<file path="src/sv/asp_pkg.sv">
// Shared types, codes and type-range helpers for the ASCII scalar parser.
`default_nettype none
package asp_pkg;

	localparam logic [7:0] MaxNode = 8'd127;

	typedef enum logic [2:0] {
		TY_BOOL = 3'd0,
		TY_U8   = 3'd1,
		TY_U16  = 3'd2,
		TY_U32  = 3'd3,
		TY_I8   = 3'd4,
		TY_I16  = 3'd5,
		TY_I32  = 3'd6,
		TY_NODE = 3'd7
	} scalar_t;

	typedef enum logic [4:0] {
		PH_START  = 5'b00001,
		PH_MINUS  = 5'b00010,
		PH_PLUS   = 5'b00100,
		PH_ZERO   = 5'b01000,
		PH_DIGITS = 5'b10000
	} phase_t;

	typedef struct packed {
		logic [31:0] acc;
		phase_t      phase;
		logic        hex;
		logic        seen;
		logic        neg;
		logic        err;
	} parse_t;

	localparam parse_t ParseReset = '{
		acc: 32'd0, phase: PH_START, hex: 1'b0, seen: 1'b0, neg: 1'b0, err: 1'b0
	};

	function automatic logic type_signed(scalar_t t);
		return (t == TY_I8) || (t == TY_I16) || (t == TY_I32);
	endfunction

	function automatic logic [2:0] type_bytes(scalar_t t);
		logic [2:0] b;
		unique case (t) inside
			TY_U16, TY_I16: b = 3'd2;
			TY_U32, TY_I32: b = 3'd4;
			default:        b = 3'd1;
		endcase
		return b;
	endfunction

	// Largest magnitude allowed; negative side is one larger.
	function automatic logic [31:0] type_max(scalar_t t, logic neg);
		logic [31:0] m;
		unique case (t)
			TY_BOOL: m = 32'd1;
			TY_U8:   m = 32'h0000_00ff;
			TY_U16:  m = 32'h0000_ffff;
			TY_U32:  m = 32'hffff_ffff;
			TY_I8:   m = neg ? 32'h0000_0080 : 32'h0000_007f;
			TY_I16:  m = neg ? 32'h0000_8000 : 32'h0000_7fff;
			TY_I32:  m = neg ? 32'h8000_0000 : 32'h7fff_ffff;
			default: m = {24'd0, MaxNode};
		endcase
		return m;
	endfunction

endpackage
`default_nettype wire

</file>
<file path="src/sv/asp_step.sv">
// Per-character update of the parse state: sign, prefix, digit accumulate and range check.
`default_nettype none
module asp_step (
	input  asp_pkg::parse_t  cur,
	input  logic [7:0]       ch,
	input  asp_pkg::scalar_t styp,
	output asp_pkg::parse_t  nxt
);
	import asp_pkg::*;

	localparam logic [7:0] ChMinus = 8'h2d;
	localparam logic [7:0] ChPlus  = 8'h2b;
	localparam logic [7:0] Ch0     = 8'h30;
	localparam logic [7:0] Ch9     = 8'h39;
	localparam logic [7:0] ChLa    = 8'h61;
	localparam logic [7:0] ChLf    = 8'h66;
	localparam logic [7:0] ChUa    = 8'h41;
	localparam logic [7:0] ChUf    = 8'h46;
	localparam logic [7:0] ChLx    = 8'h78;
	localparam logic [7:0] ChUx    = 8'h58;
	localparam logic [7:0] LowOff  = 8'h57;
	localparam logic [7:0] UpOff   = 8'h37;

	logic        is_dec, is_lo, is_up, dig_ok;
	logic [7:0]  dsub;
	logic [3:0]  dval;
	logic [35:0] acc_w, prod, next_val;
	logic        in_range;
	logic        do_add;
	logic        body;
	parse_t      pre;

	// Digit decode and multiply-add use the hex flag as it stands before this character.
	always_comb begin
		is_dec = (ch >= Ch0) && (ch <= Ch9);
		is_lo  = cur.hex && (ch >= ChLa) && (ch <= ChLf);
		is_up  = cur.hex && (ch >= ChUa) && (ch <= ChUf);
		dig_ok = is_dec || is_lo || is_up;
		if (is_lo) begin
			dsub = ch - LowOff;
		end else if (is_up) begin
			dsub = ch - UpOff;
		end else begin
			dsub = ch - Ch0;
		end
		dval     = dsub[3:0];
		acc_w    = {4'd0, cur.acc};
		prod     = cur.hex ? (acc_w << 4) : ((acc_w << 3) + (acc_w << 1));
		next_val = prod + {32'd0, dval};
		in_range = next_val <= {4'd0, type_max(styp, cur.neg)};
	end

	always_comb begin
		pre    = cur;
		do_add = 1'b0;
		body   = 1'b0;
		if (!cur.err) begin
			unique case (cur.phase)
				PH_START: begin
					if (ch == ChMinus) begin
						if (type_signed(styp)) begin
							pre.neg   = 1'b1;
							pre.phase = PH_MINUS;
						end else begin
							pre.err = 1'b1;
						end
					end else if (ch == ChPlus) begin
						pre.phase = PH_PLUS;
					end else begin
						body = 1'b1;
					end
				end
				PH_MINUS: begin
					if (ch == ChPlus) begin
						pre.phase = PH_PLUS;
					end else begin
						body = 1'b1;
					end
				end
				PH_PLUS: body = 1'b1;
				PH_ZERO: begin
					pre.phase = PH_DIGITS;
					if ((ch == ChLx) || (ch == ChUx)) begin
						pre.hex  = 1'b1;
						pre.seen = 1'b0;
						pre.acc  = 32'd0;
					end else begin
						do_add = 1'b1;
					end
				end
				PH_DIGITS: do_add = 1'b1;
				default: pre.err = 1'b1;
			endcase
		end
		if (body) begin
			pre.phase = (ch == Ch0) ? PH_ZERO : PH_DIGITS;
			do_add    = 1'b1;
		end
		nxt = pre;
		if (do_add) begin
			if (!dig_ok || !in_range) begin
				nxt.err = 1'b1;
			end else begin
				nxt.acc  = next_val[31:0];
				nxt.seen = 1'b1;
			end
		end
	end

endmodule
`default_nettype wire

</file>
<file path="src/sv/asp_encode.sv">
// Final result formation: ok flag, sign apply, byte mask and byte count.
`default_nettype none
module asp_encode (
	input  asp_pkg::parse_t  fin,
	input  asp_pkg::scalar_t styp,
	output logic             ok,
	output logic [31:0]      value,
	output logic [2:0]       bytes
);
	import asp_pkg::*;

	logic [31:0] raw;

	always_comb begin
		bytes = type_bytes(styp);
		ok    = !fin.err && fin.seen && !((styp == TY_NODE) && (fin.acc == 32'd0));
		raw   = fin.neg ? (32'd0 - fin.acc) : fin.acc;
		if (bytes == 3'd1) begin
			raw = {24'd0, raw[7:0]};
		end else if (bytes == 3'd2) begin
			raw = {16'd0, raw[15:0]};
		end
		value = ok ? raw : 32'd0;
	end

endmodule
`default_nettype wire

</file>
<file path="src/sv/ascii_scalar_parser.sv">
// Top level of the ASCII scalar parser: input register, parse state, result register.
//
//   channel  direction  handshake            payload
//   in       request in in_valid / in_stall  text_char, last_char
//   out      request out out_valid/out_stall parse_ok, encoded_value, byte_count
//   cfg      write only cfg_we               cfg_data (scalar type)
//
// One character per cycle while in_stall is low; a request is held in the input register,
// and a result is registered as the last character leaves that register.
// Reset clears the parse state and sets the scalar type to u32.
// A stalled result holds the output register; only a last character then waits,
// which stalls the input side, while other characters keep flowing.
`default_nettype none
module ascii_scalar_parser (
	input  wire logic        clk,
	input  wire logic        arst_n,
	input  wire logic        cfg_we,
	input  wire logic [2:0]  cfg_data,
	input  wire logic        in_valid,
	output logic             in_stall,
	input  wire logic [7:0]  text_char,
	input  wire logic        last_char,
	output logic             out_valid,
	input  wire logic        out_stall,
	output logic             parse_ok,
	output logic [31:0]      encoded_value,
	output logic [2:0]       byte_count
);
	import asp_pkg::*;

	scalar_t     type_q;
	parse_t      st_q, st_nxt;
	logic        valid_s1, last_s1;
	logic [7:0]  char_s1;
	logic        valid_s2, ok_s2;
	logic [31:0] value_s2;
	logic [2:0]  bytes_s2;
	logic        s2_free, adv, accept;
	logic        enc_ok;
	logic [31:0] enc_value;
	logic [2:0]  enc_bytes;

	assign s2_free  = !valid_s2 || !out_stall;
	assign adv      = valid_s1 && (!last_s1 || s2_free);
	assign in_stall = valid_s1 && !adv;
	assign accept   = in_valid && !in_stall;

	asp_step u_step (
		.cur  (st_q),
		.ch   (char_s1),
		.styp (type_q),
		.nxt  (st_nxt)
	);

	asp_encode u_encode (
		.fin   (st_nxt),
		.styp  (type_q),
		.ok    (enc_ok),
		.value (enc_value),
		.bytes (enc_bytes)
	);

	always_ff @(posedge clk or negedge arst_n) begin
		if (!arst_n) begin
			type_q   <= TY_U32;
			st_q     <= ParseReset;
			valid_s1 <= 1'b0;
			valid_s2 <= 1'b0;
		end else begin
			if (cfg_we) begin
				type_q <= scalar_t'(cfg_data);
			end
			if (accept) begin
				valid_s1 <= 1'b1;
			end else if (adv) begin
				valid_s1 <= 1'b0;
			end
			// Start a fresh text after the last character.
			if (adv) begin
				st_q <= last_s1 ? ParseReset : st_nxt;
			end
			if (adv && last_s1) begin
				valid_s2 <= 1'b1;
			end else if (!out_stall) begin
				valid_s2 <= 1'b0;
			end
		end
	end

	always_ff @(posedge clk) begin
		if (accept) begin
			char_s1 <= text_char;
			last_s1 <= last_char;
		end
		if (adv && last_s1) begin
			ok_s2    <= enc_ok;
			value_s2 <= enc_value;
			bytes_s2 <= enc_bytes;
		end
	end

	assign out_valid     = valid_s2;
	assign parse_ok      = ok_s2;
	assign encoded_value = value_s2;
	assign byte_count    = bytes_s2;

endmodule
`default_nettype wire
</file>
<file path="config.mk">
export PLATFORM = sky130hd
export DESIGN_NAME = ascii_scalar_parser
export DESIGN_NICKNAME = d
export VERILOG_FILES = /design/src/sv/asp_pkg.sv /design/src/sv/asp_step.sv /design/src/sv/asp_encode.sv /design/src/sv/ascii_scalar_parser.sv
export SDC_FILE = /design/constraint.sdc
export NUM_CORES = 1
export LEC_CHECK = 0
export BUFFER_PORTS_ARGS = -buffer_cell sky130_fd_sc_hd__buf_4
export CAP_MARGIN = 10
export CORE_MARGIN = 2
export CORE_UTILIZATION = 60
export CTS_CLUSTER_DIAMETER = 150
export DETAILED_ROUTE_END_ITERATION = 8
export PLACE_DENSITY_LB_ADDON = 0.05
export SETUP_SLACK_MARGIN = 0.15
export SYNTH_ARGS = -nofsm -noshare
export SYNTH_HDL_FRONTEND = slang
export SYNTH_SLANG_ARGS = --single-unit
</file>
<file path="constraint.sdc">
create_clock -name clk -period 22.3 [get_ports clk]
set_input_delay 3.345 -clock clk [delete_from_list [all_inputs] [get_ports clk]]
set_output_delay 3.345 -clock clk [all_outputs]
set_load 0.02 [all_outputs]
</file>
==> metrics.md <==
| Metric | Value |
|---|---|
| Post-synthesis instance area | `about 0.0097 mm2` |
| Critical path type | `reg2reg` |
| Via count of the first global-routing pass | `~9100` |
| M2 GR Usage | `55.06%` |
| CP arrival | `9.73 ns` |
| Dominant synthesized flop cell | `sky130_fd_sc_hd__edfxtp_1` |
| Final weighted congestion of routability-driven global placement | `0.9483` |
| Headroom to the max-slew limit | `roughly a third` |
| Worst Path Required | `~22 ns` |
| Cell at the slowest stage of the critical path | `sky130_fd_sc_hd__nor4_4` |
| DPL Wire Length | `roughly 22 mm` |
| H-tree depth | `3` |
| Maximum number of pins on one net before global-route repair | `76` |
| Final Slew Violations | `0` |
| Worst-path fanout max | `9` |
| Final core utilization | `between 60% and 70%` |
| Unrepaired setup endpoints after global routing | `no` |
| GRT met3 Usage | `about 5.1%` |
| TritonCTS Buffers | `9` |
| Number of placement rows | `46` |
| Clock Root Buffer | `sky130_fd_sc_hd__clkbuf_16` |
| Setup TNS | `0 ns` |
| Clock latency of the later-clocked register in the worst-skew pair | `~0.35 ns` |
| Post-Synthesis Cells | `~1200` |
| Post-Syn Nets | `approximately 1300` |
| ANT nets after route | `0` |
| Reg clk slew, reported paths | `0.06 ns` |
| Initial standard-cell utilization of the core | `between 60% and 70%` |
| Growth of design area from synthesis to finish | `8.264%` |
| Number of buffers inserted by hold repair at cts | `0` |
| Total core area | `~0.016 mm2` |
| Kind of launch point of the worst setup path | `flip-flop` |
| Instance area after placement | `about 0.010 mm2` |
| Worst clock skew on the final layout | `approximately 0.0065 ns` |
| Post-route DRC | `0` |
| Initial antenna violation count | `0` |
| HP Class | `reg2reg` |
| Layout cells sized above 1 | `under 10%` |
| Crit path capture type | `flip-flop` |
| Timing-limited maximum frequency | `a little over 0.1 GHz` |
| Final Hold Viols | `0` |
| Distinct cells, synth | `between 80 and 90` |
| # nets final | `~1400` |
| Post-route total power | `436.0 uW` |
| Final design area excluding fillers | `0.01051 mm2` |
| CTS sink cnt | `slightly above 90` |
| Wire length reported by the detailed router | `between 20 and 30 mm` |
| Stage delay of the slowest cell on the critical path | `~0.63 ns` |
| Average wire per cell in the routed design | `19.35 um` |
| Die boundary width | `131.2 um` |
| Final worst path period share | `43.26%` |
| Global route overflow | `0` |
| Area enclosed by the die boundary | `0.01721 mm2` |
| Met1 GRT Util | `around 44%` |
| Syn_area_per_cell | `7.802 um2` |
| Min Tclk post-route | `9.647 ns` |
| Total I/O pin count | `55` |
| EDFF count, synth | `45` |
| Outcome | `finished, final reports clean` |
| Register bit total from synthesis | `just over 90` |
| Fill count | `between 1000 and 1500` |
| Total inserted antenna cells | `0` |
| Number of DRC violations after detailed-routing iteration 0 | `approximately 930` |
| CTS tree | `yes` |
| Power density of the placed cells | `between 40 and 50 mW/mm2` |
| Routed via count divided by cell count | `approximately 6.4` |
| Static power due to leakage | `around 0.0043 uW` |
| Final setup violation count | `0` |
| Sequential fraction of the synthesis area | `between 20 and 30%` |
| Global-route wire length before repair | `~47 mm` |
| Via total after detailed routing | `9582` |
| Worst voltage drop across the vdd grid | `0.04342 mV` |
| Count of TritonRoute iterations in the first routing pass | `5` |
| Deepest clock path buffer count | `2` |
| Post-CTS setup buffer count | `0` |
| Buffers on Ports | `54` |
| Aggregate global-route resource usage | `between 30 and 40%` |
| Die boundary height | `approximately 130 um` |
| Peak-usage layer in the global routing report | `met2` |
| Cells resized by post-CTS repair | `0` |
| Share of flip-flops with an asynchronous set or reset after synthesis | `between 50% and 60%` |
| Max-capacitance violation count | `0` |
| Worst Max-Slew Pin Slew | `just under 1 ns` |
| Yosys Warn Count | `0` |
kinds of logic (layout without fill, tap and decap cells):
| kind of cell | count (synthesis) | in the layout | share of synthesized area, % |
|---|---|---|---|
| adder cells (fa/ha/maj) | 71 | 71 | 9.308 |
| flip-flops | 91 | 91 | 25.82 |
| multiplexers | 38 | 38 | 4.112 |
| AO/OA/AOI/OAI | 349 | 349 | 23.17 |
| buffers and inverters | 95 | 123 | 4.228 |
| AND/OR/NAND/NOR | 524 | 524 | 26.51 |
| XOR/XNOR | 76 | 76 | 6.858 |
path summary, 6_finish.rpt:
kind                                  from          endpoint  slack, ns  depth (start not counted)
worst max-delay path            char_s1[0]  encoded_value[6]      12.65                         37
worst min-delay path               st_q[2]           st_q[2]       0.51                          2
worst max register to register  char_s1[0]  encoded_value[6]      12.65                         37
worst min register to register     st_q[2]           st_q[2]       0.51                          2
max in group asynchronous           arst_n           st_q[3]      18.79                          1
min in group asynchronous           arst_n          st_q[13]       3.02                          1
state kept, by name, summed over array words and instances, names as in the netlist:
register,count
byte_count,3
char_s1,8
encoded_value,32
last_s1,1
out_valid,1
parse_ok,1
st_q,41
type_q,3
valid_s1,1
cells in the final DEF (no fill, tap or decap), drive strengths merged, types with 40 or more instances in the layout:
| master | count |
|---|---|
| buf | 63 |
| nor2 | 124 |
| dfrtp | 43 |
| o21ai | 118 |
| inv | 44 |
| nor3 | 40 |
| xnor2 | 43 |
| a21oi | 81 |
| nand2 | 175 |
| edfxtp | 45 |
| ha | 69 |
synthesized netlist by cell type (13+ instances only):
| master | n | share of area [%] |
|---|---|---|
| sky130_fd_sc_hd__o21ai_0 | 105 | 5.4 |
| sky130_fd_sc_hd__nor2_1 | 123 | 4.8 |
| sky130_fd_sc_hd__a21oi_1 | 81 | 4.2 |
| sky130_fd_sc_hd__dfrtp_1 | 43 | 11 |
| sky130_fd_sc_hd__mux2i_1 | 26 | 2.7 |
| sky130_fd_sc_hd__nand4_1 | 22 | 1.4 |
| sky130_fd_sc_hd__edfxtp_1 | 45 | 14 |
| sky130_fd_sc_hd__o21ai_1 | 13 | 0.67 |
| sky130_fd_sc_hd__nor3_1 | 39 | 2.0 |
| sky130_fd_sc_hd__a21o_1 | 24 | 1.9 |
| sky130_fd_sc_hd__nand2_1 | 174 | 6.7 |
| sky130_fd_sc_hd__nand2b_1 | 17 | 1.1 |
| sky130_fd_sc_hd__or3_1 | 14 | 0.90 |
| sky130_fd_sc_hd__ha_1 | 69 | 8.9 |
| sky130_fd_sc_hd__a211oi_1 | 14 | 1.1 |
| sky130_fd_sc_hd__xnor2_1 | 43 | 3.9 |
| sky130_fd_sc_hd__and2_1 | 18 | 1.2 |
| sky130_fd_sc_hd__nand3_1 | 30 | 1.5 |
| sky130_fd_sc_hd__a31oi_1 | 17 | 1.1 |
| sky130_fd_sc_hd__o21a_1 | 15 | 1.2 |
| sky130_fd_sc_hd__clkbuf_1 | 34 | 1.3 |
| sky130_fd_sc_hd__inv_1 | 42 | 1.6 |
| sky130_fd_sc_hd__nor2b_1 | 20 | 1.3 |
| sky130_fd_sc_hd__xor2_1 | 33 | 3.0 |
cell type report:
type | count | area (um2) | area share (%)
multi-input combinational | 1058 | 6798 | 64.69
sequential | 91 | 2507 | 23.86
timing repair buffer | 64 | 478.0 | 4.549
tap | 216 | 270.3 | 2.572
clock buffer | 9 | 225.2 | 2.143
inverter | 43 | 161.4 | 1.536
clock inverter | 7 | 67.56 | 0.6430
critical path: cells and delay by family (launching register included):
family	cells	cell delay [ns]
mux	1	0.36
xor+xnor	1	0.29
flops	1	0.47
fa+ha+maj	5	1.55
buf+inv	2	0.17
compound gates	12	2.67
simple gates	16	3.86
report_power, final:
part / internal (uW) / switching [uW]
registers: 185 / 10.0
logic: 32.2 / 56.0
clock network: 86.5 / 65.9
routing by layer:
metal	routed length [um]	vias up
li1	-	4588
met1	12100	4437
met2	13360	471
met3	2282	86
met4	1056	0
met5	0	-
through the flow:
stage,hold slack (ns),setup slack (ns),cells
global placement,0.4679,13.26,1471
global route,0.5363,12.05,1488
detailed placement,0.4728,12.87,1471
finish,0.5051,12.65,1488
CTS,0.4969,12.85,1487
floorplan,0.4463,13.02,1244
Power figures use the tool's default switching activity.
